<file path="src/rtl/mrfr_pkg.sv">
// Shared types and constants for the Modbus RTU frame receiver.
package mrfr_pkg;

  // Register indexes on the configuration port.
  localparam logic [1:0] CFG_MASTER_MODE      = 2'd0;
  localparam logic [1:0] CFG_OWN_ADDRESS      = 2'd1;
  localparam logic [1:0] CFG_LISTEN_BROADCAST = 2'd2;
  localparam logic [1:0] CFG_MAX_DATA_BYTES   = 2'd3;

  // Result event codes.
  typedef enum logic [2:0] {
    EV_IDLE      = 3'd0,
    EV_BYTE      = 3'd1,
    EV_FRAME_OK  = 3'd2,
    EV_CRC_ERR   = 3'd3,
    EV_ADDR_MISS = 3'd4,
    EV_UNK_FUNC  = 3'd5,
    EV_SIZE_ERR  = 3'd6
  } event_t;

  // Input command codes.
  localparam logic CMD_BYTE = 1'b0;
  localparam logic CMD_IDLE = 1'b1;

  typedef struct packed {
    logic       master_mode;
    logic [7:0] own_address;
    logic       listen_broadcast;
    logic [7:0] max_data_bytes;
  } cfg_t;

  typedef struct packed {
    logic       cmd;
    logic [7:0] rx_byte;
  } in_item_t;

  typedef struct packed {
    logic [2:0] event_res;
    logic [7:0] byte_value;
    logic [7:0] byte_index;
    logic [7:0] unit_id;
    logic [7:0] function_code;
    logic [7:0] payload_length;
  } out_item_t;

endpackage

</file>
<file path="src/rtl/mrfr_stream_if.sv">
// Valid/ready stream channel carrying one payload item per transaction.
interface mrfr_stream_if #(
  parameter type data_t = logic
);
  logic  valid;
  logic  ready;
  data_t data;

  modport source (output valid, output data, input ready);
  modport sink   (input valid, input data, output ready);
endinterface

</file>
<file path="src/rtl/mrfr_cfg_regs.sv">
// Configuration register file of the frame receiver.
module mrfr_cfg_regs (
  input  logic                clk,
  input  logic                rst,
  input  logic                cfg_we,
  input  logic [1:0]          cfg_index,
  input  logic [7:0]          cfg_data,
  output mrfr_pkg::cfg_t      cfg
);

  mrfr_pkg::cfg_t regs;

  always_ff @(posedge clk) begin
    if (rst) begin
      regs.master_mode      <= 1'b0;
      regs.own_address      <= 8'd1;
      regs.listen_broadcast <= 1'b0;
      regs.max_data_bytes   <= 8'd242;
    end else if (cfg_we) begin
      unique case (cfg_index)
        mrfr_pkg::CFG_MASTER_MODE:      regs.master_mode      <= cfg_data[0];
        mrfr_pkg::CFG_OWN_ADDRESS:      regs.own_address      <= cfg_data;
        mrfr_pkg::CFG_LISTEN_BROADCAST: regs.listen_broadcast <= cfg_data[0];
        mrfr_pkg::CFG_MAX_DATA_BYTES:   regs.max_data_bytes   <= cfg_data;
      endcase
    end
  end

  assign cfg = regs;

endmodule

</file>
<file path="src/rtl/mrfr_frame_engine.sv">
// Frame tracking state, function decoding and CRC-16 check for one item per cycle while step is high.
module mrfr_frame_engine #(
  parameter int FRAME_BYTES = 256
) (
  input  logic                clk,
  input  logic                rst,
  input  logic                step,
  input  mrfr_pkg::in_item_t  item,
  input  mrfr_pkg::cfg_t      cfg,
  output mrfr_pkg::out_item_t result
);

  typedef enum logic [2:0] {
    KIND_NONE = 3'b001,
    KIND_VAR  = 3'b010,
    KIND_FIX  = 3'b100
  } kind_t;

  typedef struct packed {
    kind_t      kind;
    logic [3:0] pos;
    logic [3:0] len;
  } decode_t;

  localparam logic [8:0] FrameLimit = 9'(FRAME_BYTES);

  logic [7:0]  byte_count, byte_count_next;
  logic [7:0]  frame_end, frame_end_next;
  logic [7:0]  func_seen, func_seen_next;
  logic [7:0]  unit_seen, unit_seen_next;
  kind_t       frame_kind, frame_kind_next;
  logic [3:0]  length_position, length_position_next;
  logic [15:0] running_crc, running_crc_next;

  // Modbus CRC-16, reflected polynomial 0xA001, one byte per call.
  function automatic logic [15:0] crc_byte(input logic [15:0] crc_in, input logic [7:0] b);
    logic [15:0] c;
    c = crc_in ^ {8'h00, b};
    for (int k = 0; k < 8; k++) begin
      if (c[0]) c = (c >> 1) ^ 16'hA001;
      else      c = c >> 1;
    end
    return c;
  endfunction

  function automatic decode_t decode_func(input logic master, input logic [7:0] f);
    decode_t d;
    d.kind = KIND_NONE;
    d.pos  = 4'd0;
    d.len  = 4'd0;
    if (master) begin
      if (f >= 8'd1 && f <= 8'd4) begin
        d.kind = KIND_VAR;
        d.pos  = 4'd2;
      end else if (f == 8'd5 || f == 8'd6 || f == 8'd15 || f == 8'd16) begin
        d.kind = KIND_FIX;
        d.len  = 4'd8;
      end
      // Exception responses are always five bytes long.
      if (f[7]) begin
        d.kind = KIND_FIX;
        d.len  = 4'd5;
        d.pos  = 4'd0;
      end
    end else begin
      if (f == 8'd15 || f == 8'd16) begin
        d.kind = KIND_VAR;
        d.pos  = 4'd6;
      end else if (f == 8'd23) begin
        d.kind = KIND_VAR;
        d.pos  = 4'd10;
      end else if (f >= 8'd1 && f <= 8'd6) begin
        d.kind = KIND_FIX;
        d.len  = 4'd8;
      end else if (f == 8'd43) begin
        d.kind = KIND_FIX;
        d.len  = 4'd7;
      end else if (f == 8'd22) begin
        d.kind = KIND_FIX;
        d.len  = 4'd10;
      end else if (f == 8'd7 || f == 8'd17) begin
        d.kind = KIND_FIX;
        d.len  = 4'd4;
      end
    end
    return d;
  endfunction

  logic [7:0]  b;
  logic [15:0] crc_upd;
  logic [8:0]  end_sum;
  logic [7:0]  count_inc;
  decode_t     dec;
  logic        take;
  logic        finish;
  logic        clr;

  assign b         = item.rx_byte;
  assign crc_upd   = crc_byte(running_crc, b);
  assign end_sum   = {1'b0, b} + {1'b0, byte_count} + 9'd3;
  assign count_inc = byte_count + 8'd1;
  assign dec       = decode_func(cfg.master_mode, b);

  always_comb begin
    result               = '0;
    take                 = 1'b0;
    finish               = 1'b0;
    clr                  = 1'b0;
    byte_count_next      = byte_count;
    frame_end_next       = frame_end;
    func_seen_next       = func_seen;
    unit_seen_next       = unit_seen;
    frame_kind_next      = frame_kind;
    length_position_next = length_position;
    running_crc_next     = running_crc;

    if (item.cmd == mrfr_pkg::CMD_IDLE) begin
      clr = 1'b1;
    end else if (byte_count == 8'd0) begin
      if (cfg.master_mode || b == cfg.own_address || (cfg.listen_broadcast && b == 8'd0)) begin
        unit_seen_next = b;
        take           = 1'b1;
      end else begin
        result.event_res = mrfr_pkg::EV_ADDR_MISS;
      end
    end else if (byte_count == 8'd1) begin
      func_seen_next       = b;
      frame_kind_next      = dec.kind;
      length_position_next = dec.pos;
      frame_end_next       = {4'd0, dec.len};
      take                 = 1'b1;
    end else begin
      unique case (frame_kind)
        KIND_VAR: begin
          if (byte_count < {4'd0, length_position}) begin
            take = 1'b1;
          end else if (byte_count == {4'd0, length_position}) begin
            if (b > cfg.max_data_bytes || end_sum > 9'd255 || end_sum > FrameLimit) begin
              result.event_res     = mrfr_pkg::EV_SIZE_ERR;
              result.unit_id       = unit_seen;
              result.function_code = func_seen;
              clr                  = 1'b1;
            end else begin
              take           = 1'b1;
              frame_end_next = end_sum[7:0];
            end
          end else if (frame_end > byte_count) begin
            take   = 1'b1;
            finish = (count_inc == frame_end);
          end
        end
        KIND_FIX: begin
          take   = 1'b1;
          finish = (count_inc >= frame_end);
        end
        KIND_NONE: begin
          result.event_res     = mrfr_pkg::EV_UNK_FUNC;
          result.unit_id       = unit_seen;
          result.function_code = func_seen;
          clr                  = 1'b1;
        end
        default: begin
          clr = 1'b1;
        end
      endcase
    end

    if (take) begin
      result.event_res     = mrfr_pkg::EV_BYTE;
      result.byte_value    = b;
      result.byte_index    = byte_count;
      result.unit_id       = unit_seen_next;
      result.function_code = func_seen_next;
      running_crc_next     = crc_upd;
      byte_count_next      = count_inc;
    end

    // A good frame leaves a zero CRC residue after its two CRC bytes.
    if (finish) begin
      clr = 1'b1;
      if (crc_upd == 16'h0000) begin
        result.event_res      = mrfr_pkg::EV_FRAME_OK;
        result.payload_length = byte_count - 8'd3;
      end else begin
        result.event_res = mrfr_pkg::EV_CRC_ERR;
      end
    end

    if (clr) begin
      byte_count_next      = 8'd0;
      frame_end_next       = 8'd0;
      func_seen_next       = 8'd0;
      unit_seen_next       = 8'd0;
      frame_kind_next      = KIND_NONE;
      length_position_next = 4'd0;
      running_crc_next     = 16'hFFFF;
    end
  end

  always_ff @(posedge clk) begin
    if (rst) begin
      byte_count      <= 8'd0;
      frame_end       <= 8'd0;
      func_seen       <= 8'd0;
      unit_seen       <= 8'd0;
      frame_kind      <= KIND_NONE;
      length_position <= 4'd0;
      running_crc     <= 16'hFFFF;
    end else if (step) begin
      byte_count      <= byte_count_next;
      frame_end       <= frame_end_next;
      func_seen       <= func_seen_next;
      unit_seen       <= unit_seen_next;
      frame_kind      <= frame_kind_next;
      length_position <= length_position_next;
      running_crc     <= running_crc_next;
    end
  end

endmodule

</file>
<file path="src/rtl/modbus_rtu_frame_receiver.sv">
// Modbus RTU frame receiver: receive-side framing, address filter and CRC-16 check.
//
// Input channel in_ch carries one transaction per received character (cmd = 0,
// rx_byte) or per line-idle gap (cmd = 1), which clears the frame in progress.
// Output channel out_ch returns exactly one result per input transaction: the
// event code, the accepted byte with its index, the frame's unit and function
// bytes, and on a good frame the payload length.
// Configuration is written through cfg_we / cfg_index / cfg_data; the user must
// write it only while the block is idle, which the block itself does not enforce;
// index 0 master_mode, 1 own_address, 2 listen_broadcast, 3 max_data_bytes.
// An input transaction passes through one input register, then the frame engine
// (CRC byte update, decode and compares) writes the result register.
// Throughput is one item per cycle while out_ch does not stall.
// A synchronous reset empties both registers, clears the frame state and
// restores the register defaults. When out_ch stalls, the result register
// holds; the input register takes one more item only if it is empty, and
// in_ch.ready drops once it holds an item.
module modbus_rtu_frame_receiver #(
  parameter int FRAME_BYTES = 256
) (
  input  logic                 clk,
  input  logic                 rst,
  mrfr_stream_if.sink          in_ch,
  mrfr_stream_if.source        out_ch,
  input  logic                 cfg_we,
  input  logic [1:0]           cfg_index,
  input  logic [7:0]           cfg_data
);

  mrfr_pkg::cfg_t      cfg;
  mrfr_pkg::in_item_t  in_q;
  logic                in_v;
  mrfr_pkg::out_item_t out_q;
  logic                out_v;
  mrfr_pkg::out_item_t result;
  logic                step;

  assign step        = in_v && (!out_v || out_ch.ready);
  assign in_ch.ready = !in_v || step;

  mrfr_cfg_regs u_cfg (
    .clk       (clk),
    .rst       (rst),
    .cfg_we    (cfg_we),
    .cfg_index (cfg_index),
    .cfg_data  (cfg_data),
    .cfg       (cfg)
  );

  mrfr_frame_engine #(
    .FRAME_BYTES (FRAME_BYTES)
  ) u_engine (
    .clk    (clk),
    .rst    (rst),
    .step   (step),
    .item   (in_q),
    .cfg    (cfg),
    .result (result)
  );

  always_ff @(posedge clk) begin
    if (rst) begin
      in_v <= 1'b0;
    end else if (in_ch.ready) begin
      in_v <= in_ch.valid;
    end
  end

  always_ff @(posedge clk) begin
    if (in_ch.ready && in_ch.valid) begin
      in_q <= in_ch.data;
    end
  end

  always_ff @(posedge clk) begin
    if (rst) begin
      out_v <= 1'b0;
    end else if (step) begin
      out_v <= 1'b1;
    end else if (out_ch.ready) begin
      out_v <= 1'b0;
    end
  end

  always_ff @(posedge clk) begin
    if (step) begin
      out_q <= result;
    end
  end

  assign out_ch.valid = out_v;
  assign out_ch.data  = out_q;

endmodule
</file>
<file path="src/flat_wrapper.sv">
// flat-port wrapper written by rule: the top's interface ports become plain ports
module modbus_rtu_frame_receiver_flat 
#(
  parameter int FRAME_BYTES = 256
)
  (clk, rst, cfg_we, cfg_index, cfg_data, in_ch_valid, in_ch_data, in_ch_ready, out_ch_valid, out_ch_data, out_ch_ready);
  mrfr_stream_if in_ch_i ();
  mrfr_stream_if out_ch_i ();
  input  logic clk;
  input  logic rst;
  input  logic cfg_we;
  input  logic [1:0] cfg_index;
  input  logic [7:0] cfg_data;
  input wire logic [$bits(in_ch_i.valid)-1:0] in_ch_valid;
  input wire logic [$bits(in_ch_i.data)-1:0] in_ch_data;
  output wire logic [$bits(in_ch_i.ready)-1:0] in_ch_ready;
  output wire logic [$bits(out_ch_i.valid)-1:0] out_ch_valid;
  output wire logic [$bits(out_ch_i.data)-1:0] out_ch_data;
  input wire logic [$bits(out_ch_i.ready)-1:0] out_ch_ready;
  assign in_ch_i.valid = in_ch_valid;
  assign in_ch_i.data = in_ch_data;
  assign in_ch_ready = in_ch_i.ready;
  assign out_ch_valid = out_ch_i.valid;
  assign out_ch_data = out_ch_i.data;
  assign out_ch_i.ready = out_ch_ready;
  modbus_rtu_frame_receiver #(.FRAME_BYTES(FRAME_BYTES)) u_core (.clk(clk), .rst(rst), .in_ch(in_ch_i), .out_ch(out_ch_i), .cfg_we(cfg_we), .cfg_index(cfg_index), .cfg_data(cfg_data));
endmodule
</file>
<file path="config.mk">
export PLATFORM = sky130hd
export DESIGN_NAME = modbus_rtu_frame_receiver_flat
export DESIGN_NICKNAME = d
export VERILOG_FILES = /design/src/rtl/mrfr_pkg.sv /design/src/rtl/mrfr_stream_if.sv /design/src/rtl/mrfr_cfg_regs.sv /design/src/rtl/mrfr_frame_engine.sv /design/src/rtl/modbus_rtu_frame_receiver.sv /design/src/flat_wrapper.sv
export SDC_FILE = /design/constraint.sdc
export NUM_CORES = 1
export LEC_CHECK = 0
export BUFFER_PORTS_ARGS = -buffer_cell sky130_fd_sc_hd__buf_2
export CORE_ASPECT_RATIO = 0.7
export CORE_MARGIN = 3
export CORE_UTILIZATION = 60
export DETAILED_ROUTE_END_ITERATION = 6
export HOLD_SLACK_MARGIN = 0.1
export PLACE_DENSITY = 0.87
export SYNTH_ARGS = -nofsm -noshare
export SYNTH_HDL_FRONTEND = slang
export SYNTH_SLANG_ARGS = --single-unit
</file>
<file path="constraint.sdc">
create_clock -name clk -period 4.05 [get_ports clk]
set_input_delay 0.81 -clock clk [delete_from_list [all_inputs] [get_ports clk]]
set_output_delay 0.81 -clock clk [all_outputs]
set_load 0.02 [all_outputs]
</file>
==> Yosys cells after proc, flatten, opt, wreduce, memory -nomap -nowiden <==
Index checks and enable logic that the tools add are counted.
{ "totals": {"in_bits": 16, "ff_bits": 61} }
{ "classes": {"eq_ne": 12, "mux": 53, "magnitude_cmp": 9, "add_sub_neg": 4, "bitwise": 9, "reduce_logical": 30} }
{ "ops": {"columns": ["operator", "n"], "rows": [
  ["$mux W16", 10],
  ["$mux W8", 9],
  ["$not A2 Y3", 8],
  ["$mux W1", 20],
  ["$logic_not A16 Y1", 1],
  ["$logic_not A8 Y1", 2],
  ["$mux W4", 4],
  ["$xor A16 B1 Y16", 1],
  ["$mux W3", 4],
  ["$reduce_and A2 Y1", 6],
  ["$mux W11", 1],
  ["$add A1 B8 Y9", 1],
  ["$add A9 B2 Y9 const B", 1],
  ["$gt A9 B8 Y1 const B", 1],
  ["$gt A9 B9 Y1 const B", 1],
  ["$add A8 B1 Y8 const B", 1],
  ["$eq A1 B8 Y1", 1],
  ["$eq A8 B1 Y1 const B", 1],
  ["$eq A8 B4 Y1", 1],
  ["$eq A8 B8 Y1", 1],
  ["$ge A8 B8 Y1", 1],
  ["$gt A1 B8 Y1", 1],
  ["$gt A8 B8 Y1", 1],
  ["$lt A8 B4 Y1", 1],
  ["19 further kinds", 38]
]} }

==> Logic depth before layout (Yosys ltp) <==
Gate-level depths: netlist of the first run.
{ "logic_depth": {"ltp_word": 19, "ltp_mapped": 13} }

==> Hierarchy <==
From an unflattened synthesis of the first run, not the netlist that was laid out.
{ "unflattened": {"cells_unflattened": 666, "area_unflattened_um2": 5487.8} }
{ "by_module_without_submodules": {"columns": ["mod", "cells_per_inst", "n_inst", "area_per_inst_um2"], "rows": [
  ["mrfr_frame_engine", 575, 1, 4536.9],
  ["mrfr_cfg_regs", 78, 1, 783.3],
  ["modbus_rtu_frame_receiver", 13, 1, 167.7]
]} }

==> Worst setup path before layout of the first run <==
OpenSTA, ideal clock, no wires.
{ "synth_timing": {"path_kind": "reg-to-reg", "start": "register u_core.u_engine.byte_count[0]", "end": "register u_core.u_engine.byte_count[3]", "t_arrival_ps": 2751, "setup_time_ps": 74, "required_time_ps": 3976, "slack_ps": 1225, "stages_incl_launch_ff": 13, "cell_sequence": "dfxtp_1 -> ha_1 -> nand2_1 -> or3_1 -> xnor2_1 -> ha_1 -> nand4_1 -> nor3_1 -> o21ai_0 -> a31oi_1 -> buf_2 -> or4_1 -> a31oi_1"} }
{ "synth_between": {"elab_chain_cells": 14, "elab_cells_between_ends": 38, "cone_classes": "add/sub: 3; order compare: 5; eq/ne: 3; mux: 22; reduce/logical: 5"} }
{ "synth_lines": {"columns": ["item", "line_no", "rtl"], "rows": [
  ["from (decl)", "mrfr_frame_engine.sv:27", "logic [7:0] byte_count, byte_count_next;"],
  ["from (signal assigned)", "mrfr_frame_engine.sv:210", "byte_count <= byte_count_next;"],
  ["$add A1 B8 Y9", "mrfr_frame_engine.sv:100", "assign end_sum = {1'b0, b} + {1'b0, byte_count} + 9'd3;"],
  ["$add A9 B2 Y9", "mrfr_frame_engine.sv:100", null],
  ["$gt A9 B8 Y1", "mrfr_frame_engine.sv:138", "if (b > cfg.max_data_bytes || end_sum > 9'd255 || end_sum > FrameLimit) begin"],
  ["$logic_or A1 B1 Y1 (2 in series)", "mrfr_frame_engine.sv:138", null],
  ["$mux W1", "mrfr_frame_engine.sv:138", null],
  ["$mux W1", "mrfr_frame_engine.sv:137", "end else if (byte_count == {4'd0, length_position}) begin"],
  ["$mux W1", "mrfr_frame_engine.sv:135", "if (byte_count < {4'd0, length_position}) begin"],
  ["$pmux W1 S2", "mrfr_frame_engine.sv:133", "unique case (frame_kind)"],
  ["$mux W1", "mrfr_frame_engine.sv:126", "end else if (byte_count == 8'd1) begin"],
  ["$mux W1", "mrfr_frame_engine.sv:119", "end else if (byte_count == 8'd0) begin"],
  ["$mux W1", "mrfr_frame_engine.sv:179", "if (finish) begin"],
  ["$reduce_bool A2 Y1 (no source line)", null, null],
  ["$reduce_and A2 Y1 (no source line)", null, null]
]} }
Parallel ways exist; a longest one is shown, timed or not. The select of a mux whose other input is x is not followed.
A chain may end at the register's enable or synchronous reset.

==> Final worst setup path of the first run <==
{ "layout_timing": {"start": "register u_core.u_engine.byte_count[0]", "end": "register u_core.u_engine.byte_count[2]"} }
The elaborated chain is that of the path after synthesis.

==> metrics.csv, run 1 <==
stage;metric;value;unit
yosys;synth top area cells;dfxtp_1 34%, ha_1 9.3%, nand2_1 6.2%;
clocking;CTS buffer count;9;
timing;clock period minus worst slack;3.65;ns
die;die height;67.3;microns
yosys;xor/xnor share of the synthesized area;0.0599;
route;first-pass detailed-route iteration total;4;
min_path;Hold Crit Class;reg -> reg;
clocking;postcts setup bufs;0;
yosys;warnings from Yosys;0;
yosys;Post-Synth Adder-Cell Area;0.0933;
flow_run;max_cap viols;0;
finish;share of cells above drive strength 1;0.102;
die;die area;0.00629;sq mm
placed_design;gpl congestion;1.01;
route;DRT iter0 DRCs;193;
route;routed len/inst;14.7;microns
timing;headroom to the max-slew limit;0.442;
yosys;asr flop ratio synth;0;
yosys;Synth Instances;384;
finish;Area Overhead vs Synth;9.49;%
pwr;VDD IR max;0.281;mV
route;final WL;6920;microns
die;die width;93.5;microns
clocking;CTS Sinks;57;
die;I/O pin count;19;
global_routing;GRT Overall Usage;0.246;
timing;period utilization;0.901;
pwr;Pwr Total;1.36;mW
yosys;Mean Syn Cell Area;8.38;sq um
yosys;Primary FF master, synth;dfxtp_1;
finish;fillcell total;370;
clocking;Hold Buf Count CTS;0;
worst_setup_path;worst setup path category;reg -> reg;
global_routing;met3 usage;0.0668;
yosys;mapped cell area;0.00322;sq mm
global_routing;largest net degree at the start of global routing;51;
worst_setup_path;Required @ worst endpoint;4.23;ns
clocking;Worst-Skew Late Latency;0.33;ns
die;core area;0.00497;sq mm
placed_design;IO Port Bufs;18;
worst_setup_path;RR Startpoint;u_core.u_engine.byte_count[0]$_SDFFE_PP0P_;
clocking;Clock Path Buffers;2;
pwr;pwr dens;387;mW/mm^2
yosys;proportion of synthesized chip area in sequential cells;0.361;
clocking;CTS root buffer;clkbuf_8;
timing;Setup TNS;0;ns
yosys;post-synth top area share;0.342;
global_routing;total grt overflow;0;
min_path;origin of the worst min-delay path;u_core.u_cfg.cfg[11]$_SDFFE_PP0P_;
timing;Final Skew;0.0103;ns
clocking;H-Tree Level Count;3;
timing;unrepaired setup endpoints after global routing;false;
route;via count;2743;
yosys;post-synthesis register bit count;57;
yosys;post-synthesis compound-gate area fraction;0.150;
timing;fmax;274;MHz
yosys;main combinational cell family by area after synthesis;simple AND/OR/NAND/NOR gates;
yosys;Netlist cell types;49;
placed_design;Post-DP HPWL;5070;microns
global_routing;first-pass GRT wire length;12000;microns
finish;post-layout util;0.709;
timing;Worst-Margin Slew;0.835;ns
yosys;Post-synth EDFFs;2;
die;Starting Density;0.648;
worst_setup_path;crit path from;u_core.u_engine.byte_count[0]$_SDFFE_PP0P_;
timing;endpoints failing hold;0;
worst_setup_path;CP Launch Type;flop;
global_routing;met2 Use GR;0.386;
yosys;Synth Area in Simple Gates;0.274;
global_routing;initial antenna violation count;0;
clocking;Clock transition at path regs;0.07;ns
status;run status;finished clean;
clocking;PostCTS Resize Cnt;0;
global_routing;global route hottest layer;met2;
worst_setup_path;CP Capture Type;flop;
yosys;Synth area leader;dfxtp_1;
finish;Ant. Diodes;0;
route;remaining antenna violation count;0;
worst_setup_path;Critical Path Fanout Max;18;
timing;final setup vio count;0;
finish;Layout Nets;438;
worst_setup_path;Worst EP arrival;3.83;ns
clocking;CTS tree;yes;
global_routing;GRT met1 Usage;0.329;
yosys;post-synth net total;424;
route;drc violations;0;
yosys;mux cell area share after synthesis;0.00622;
route;vias per cell;5.82;
timing;worst hold slack;0.460;ns
timing;fin. max-slew vios;0;
global_routing;number of global-route vias before repair;2628;
pwr;Pleak;1.38;nW
die;number of core rows;21;
## power breakdown
part | internal (mW) | switching, mW | leakage, nW
clock | 0.359 | 0.218 | 0.106
combinational | 0.0718 | 0.107 | 0.804
sequential | 0.587 | 0.0203 | 0.467
total | 1.02 | 0.346 | 1.38
## stage by stage
step	cells	area (sq um)	worst slack (ns)
final	471	3520	0.402
after floorplan	384	3220	1.23
after CTS	471	3520	0.463
after detailed placement	456	3310	0.481
after global placement	456	3310	0.622
after global routing	471	3520	0.109
## cells in the mapped netlist, types with 5 or more instances
library cell  count
nor4_1            5
nand4_1           7
nor3_1           17
nand2_1          53
inv_1            20
nand3b_1          9
clkbuf_1          7
ha_1             24
and2_1            6
a21oi_1          31
nand3_1           5
nor2_1           34
nor3b_1           6
xor2_1            9
xnor2_1          13
o21bai_1         16
dfxtp_1          55
## state kept, by name, indices dropped and copies added (netlist names)
register                     flops
u_core.in_q                      1
u_core.in_v                      1
u_core.out_ch.data               1
u_core.out_ch.valid              1
u_core.u_cfg.cfg                18
u_core.u_engine.byte_count       8
u_core.u_engine.frame_end        8
u_core.u_engine.frame_kind       3
u_core.u_engine.running_crc     16
## cells by family after synthesis
family / Yosys count
adder cells (fa/ha/maj): 24
AND/OR/NAND/NOR: 171
XOR/XNOR: 22
AO/OA/AOI/OAI: 71
flip-flops: 57
multiplexers: 2
buffers and inverters: 37
## cell type report
| cell class | instances | area, sq um | area share |
|---|---|---|---|
| tap | 69 | 86.3 | 0.0245 |
| timing repair buffer | 20 | 105 | 0.0298 |
| multi-input combinational | 290 | 1890 | 0.535 |
| inverter | 20 | 75.1 | 0.0213 |
| clock buffer | 12 | 145 | 0.0412 |
| clock inverter | 3 | 65.1 | 0.0185 |
| sequential | 57 | 1160 | 0.330 |
## routing by layer
layer  wire [microns]  up-vias
li1                 -     1364
met1             3320     1268
met2             3040      101
met3              463       10
met4              101        0
met5                0        -
## final timing paths
check,end,slack [ns],cells past startpoint
hold reg to reg,u_core.u_cfg.cfg[11]$_SDFFE_PP0P_,0.46,2
setup reg to reg,u_core.u_engine.byte_count[2]$_SDFFE_PP0P_,0.40,12
hold / removal,u_core.u_cfg.cfg[11]$_SDFFE_PP0P_,0.46,2
setup / recovery,u_core.u_engine.byte_count[2]$_SDFFE_PP0P_,0.40,12
## critical path, cell delays in order, from the launching register on
cell	delay (ns)
dfxtp_1	0.50
ha_1	0.29
nand2_1	0.06
or3_1	0.33
xnor2_1	0.16
ha_1	0.30
nand4_1	0.13
nor4_1	0.26
nand4_1	0.20
a31oi_2	0.75
buf_4	0.31
or3_1	0.12
a31oi_1	0.08
## layout by cell type, fill, tap and decap left out, types with 3 or more instances in the layout
cell	Yosys	routed
nand3b_1	9	9
or3b_1	3	3
xor2_1	9	9
nor2_1	34	34
nand2_1	53	53
or3_1	3	3
ha_1	24	24
a21oi_1	31	31
or4_1	4	4
nor2b_1	4	4
xnor2_1	13	13
o2bb2ai_1	3	3
clkbuf_8	0	10
nand3_1	5	5
nor3b_1	6	6
o21a_1	3	3
nor4_1	5	5
nand4b_1	3	3
buf_2	4	18
o21ai_0	3	3
and2_1	6	6
o21bai_1	16	16
nand2b_1	4	4
nor3_1	17	17
a211oi_1	3	3
a31oi_1	4	3
dfxtp_1	55	55
inv_1	20	20
nand4_1	7	7
(Power assumes the default switching activity.)
==> run 2, diff against run 1 <==
--- a/config.mk
+++ b/config.mk
@@ -11,7 +11,7 @@
 export CORE_UTILIZATION = 60
 export DETAILED_ROUTE_END_ITERATION = 6
 export HOLD_SLACK_MARGIN = 0.1
-export PLACE_DENSITY = 0.87
+export PLACE_DENSITY = 0.88
 export SYNTH_ARGS = -nofsm -noshare
 export SYNTH_HDL_FRONTEND = slang
 export SYNTH_SLANG_ARGS = --single-unit
==> run 2 against run 1 <==
First-iteration DRC count increased by 13%. Worst hold slack improved by 0.0054 ns. Non-clock buffer count unchanged. Register-to-register slack about the same. Combinational power about the same.
==> metrics.csv, run 2 (same netlist as run 1, synthesis figures left out) <==
stage;metric;value;unit;change
status;run status;finished clean;;unchanged
finish;share of cells above drive strength 1;0.109;;was 0.102
clocking;CTS root buffer;clkbuf_8;;unchanged
timing;Setup TNS;0;ns;unchanged
route;first-pass detailed-route iteration total;7;;was 4
timing;endpoints failing hold;0;;unchanged
timing;final setup vio count;0;;unchanged
placed_design;gpl congestion;0.961;;was 1.01
clocking;CTS buffer count;9;;unchanged
min_path;hold path cells;2;;unchanged
timing;worst hold slack;0.465;ns;was 0.460 ns
clocking;CTS Sinks;57;;unchanged
pwr;Pleak;1.36;nW;was 1.38 nW
worst_setup_path;worst setup path category;reg -> reg;;unchanged
worst_setup_path;CP max-delay cell;a31oi_2;;unchanged
worst_setup_path;CP Capture Type;flop;;unchanged
timing;period utilization;0.901;;about the same
placed_design;Post-DP HPWL;5130;microns;was 5070 microns
route;vias per cell;5.83;;was 5.82
worst_setup_path;worst reg2reg setup slack;0.40;ns;about the same
die;number of core rows;21;;unchanged
finish;fillcell total;399;;was 370
worst_setup_path;RR Startpoint;u_core.u_engine.byte_count[0]$_SDFFE_PP0P_;;unchanged
worst_setup_path;Critical Path Fanout Max;18;;unchanged
finish;most frequent cells in the layout;55 x dfxtp_1, 53 x nand2_1, 34 x nor2_1;;unchanged
timing;Worst-Margin Slew;0.804;ns;was 0.835 ns
finish;Ant. Diodes;0;;unchanged
die;core area;0.00497;sq mm;unchanged
die;die height;67.3;microns;unchanged
min_path;Hold Crit Class;reg -> reg;;unchanged
global_routing;total grt overflow;0;;unchanged
global_routing;largest net degree at the start of global routing;51;;unchanged
route;remaining antenna violation count;0;;unchanged
die;die width;93.5;microns;unchanged
worst_setup_path;crit-path max cell delay;0.74;ns;was 0.75 ns
die;die area;0.00629;sq mm;unchanged
clocking;Clock transition at path regs;0.07;ns;about the same
clocking;postcts setup bufs;0;;unchanged
timing;headroom to the max-slew limit;0.462;;was 0.442
min_path;origin of the worst min-delay path;u_core.u_cfg.cfg[3]$_SDFFE_PP0P_;;was u_core.u_cfg.cfg[11]$_SDFFE_PP0P_
finish;number of flip-flops in the largest register;18;;unchanged
pwr;pwr dens;363;mW/mm^2;was 387 mW/mm^2
clocking;H-Tree Level Count;3;;unchanged
global_routing;number of global-route vias before repair;2418;;was 2,628
timing;clock period minus worst slack;3.65;ns;about the same
timing;fmax;274;MHz;about the same
global_routing;GRT Overall Usage;0.242;;was 0.246
timing;fin. max-slew vios;0;;unchanged
placed_design;IO Port Bufs;18;;unchanged
pwr;Pwr Total;1.27;mW;was 1.36 mW
finish;most common cell after layout, fill and taps aside;dfxtp_1;;unchanged
worst_setup_path;r2r worst-path depth;12;;unchanged
route;via count;2751;;was 2,743
worst_setup_path;Required @ worst endpoint;4.24;ns;was 4.23 ns
die;Starting Density;0.648;;unchanged
global_routing;initial antenna violation count;0;;unchanged
flow_run;max_cap viols;0;;unchanged
die;I/O pin count;19;;unchanged
finish;Area Overhead vs Synth;8.44;%;was 9.49%
clocking;Clock Path Buffers;2;;unchanged
pwr;VDD IR max;0.317;mV;was 0.281 mV
clocking;CTS tree;yes;;unchanged
timing;Final Skew;0.0147;ns;was 0.0103 ns
worst_setup_path;Reg2Reg Capture Point;u_core.u_engine.byte_count[0]$_SDFFE_PP0P_;;was u_core.u_engine.byte_count[2]$_SDFFE_PP0P_
worst_setup_path;CP Launch Type;flop;;unchanged
route;DRT iter0 DRCs;218;;was 193
min_path;Worst Hold Path EP;u_core.u_cfg.cfg[3]$_SDFFE_PP0P_;;was u_core.u_cfg.cfg[11]$_SDFFE_PP0P_
worst_setup_path;crit path cell chain;ha_1 > nand2_1 > or3_1 > xnor2_1 > ha_1 > nand4_1 > nor4_1 > nand4_1 > a31oi_2 > buf_4 > or3_1 > a21oi_1;;was ha_1 > nand2_1 > or3_1 > xnor2_1 > ha_1 > nand4_1 > nor4_1 > nand4_1 > a31oi_2 > buf_4 > or3_1 > a31oi_1
route;final WL;6990;microns;was 6920 microns
route;drc violations;0;;unchanged
clocking;PostCTS Resize Cnt;0;;unchanged
worst_setup_path;Worst EP arrival;3.84;ns;was 3.83 ns
clocking;Hold Buf Count CTS;0;;unchanged
finish;Layout Nets;438;;unchanged
route;routed len/inst;14.8;microns;was 14.7 microns
global_routing;first-pass GRT wire length;11700;microns;was 12,000 microns
timing;unrepaired setup endpoints after global routing;false;;unchanged
clocking;Worst-Skew Late Latency;0.35;ns;was 0.33 ns
finish;post-layout util;0.703;;was 0.709
run 2: cell count changes in the layout (fill, tap and decap cells not counted), sizes merged:
cell / delta
clkbuf: -3
inv: +3
bufinv: -2
clkinvlp: +2
clkinv: +1
run 2: power by group:
| group | internal (mW) | switching, mW | total, mW |
|---|---|---|---|
| logic | 0.0726 | 0.110 | 0.182 |
| clock network | 0.226 | 0.253 | 0.479 |
| registers | 0.586 | 0.0191 | 0.606 |
| total | 0.885 | 0.382 | 1.27 |
run 2: worst max-delay path by stage:
stage | startpoint | cells past startpoint | end
after floorplan | u_core.u_engine.byte_count[0]$_SDFFE_PP0P_ | 12 | u_core.u_engine.byte_count[3]$_SDFFE_PP0P_
after global placement | u_core.u_engine.byte_count[0]$_SDFFE_PP0P_ | 12 | u_core.u_engine.byte_count[1]$_SDFFE_PP0P_
after detailed placement | u_core.u_engine.byte_count[0]$_SDFFE_PP0P_ | 12 | u_core.u_engine.byte_count[1]$_SDFFE_PP0P_
after CTS | u_core.u_engine.byte_count[0]$_SDFFE_PP0P_ | 12 | u_core.u_engine.byte_count[1]$_SDFFE_PP0P_
after global routing | u_core.u_engine.byte_count[0]$_SDFFE_PP0P_ | 12 | u_core.u_engine.byte_count[1]$_SDFFE_PP0P_
final | u_core.u_engine.byte_count[0]$_SDFFE_PP0P_ | 12 | u_core.u_engine.byte_count[0]$_SDFFE_PP0P_
run 2: routing by layer:
metal  vias to the layer above  part of all wire  GRT usage
met5                         -                 0          0
met4                         0             0.014     0.0829
met3                         9             0.073     0.0757
met2                        90              0.42      0.358
met1                      1279              0.49      0.335
li1                       1373                 -          -
run 2: through the flow:
step | area (sq um) | worst slack [ns] | std cells
final | 3490 | 0.401 | 472
after CTS | 3490 | 0.458 | 472
after detailed placement | 3310 | 0.471 | 456
after global placement | 3310 | 0.655 | 456
after global routing | 3490 | 0.0941 | 472
after floorplan | 3220 | 1.23 | 384
run 2: cell type report:
cell class                      instances  area [sq um]  area share
Clock buffer                            9           124      0.0355
Clock inverter                          7          52.6      0.0151
Inverter                               20          75.1      0.0215
Multi-Input combinational cell        290          1890       0.540
Sequential cell                        57          1160       0.333
Tap cell                               69          86.3      0.0247
Timing Repair Buffer                   20           105      0.0301
run 2: critical path, delay by kind of cell (launching register included):
family / cells / cell delay, ns
buffers and inverters: 1 / 0.31
AND/OR/NAND/NOR: 6 / 1.16
adder cells (fa/ha/maj): 2 / 0.59
XOR/XNOR: 1 / 0.15
AO/OA/AOI/OAI: 2 / 0.80
flip-flops: 1 / 0.49
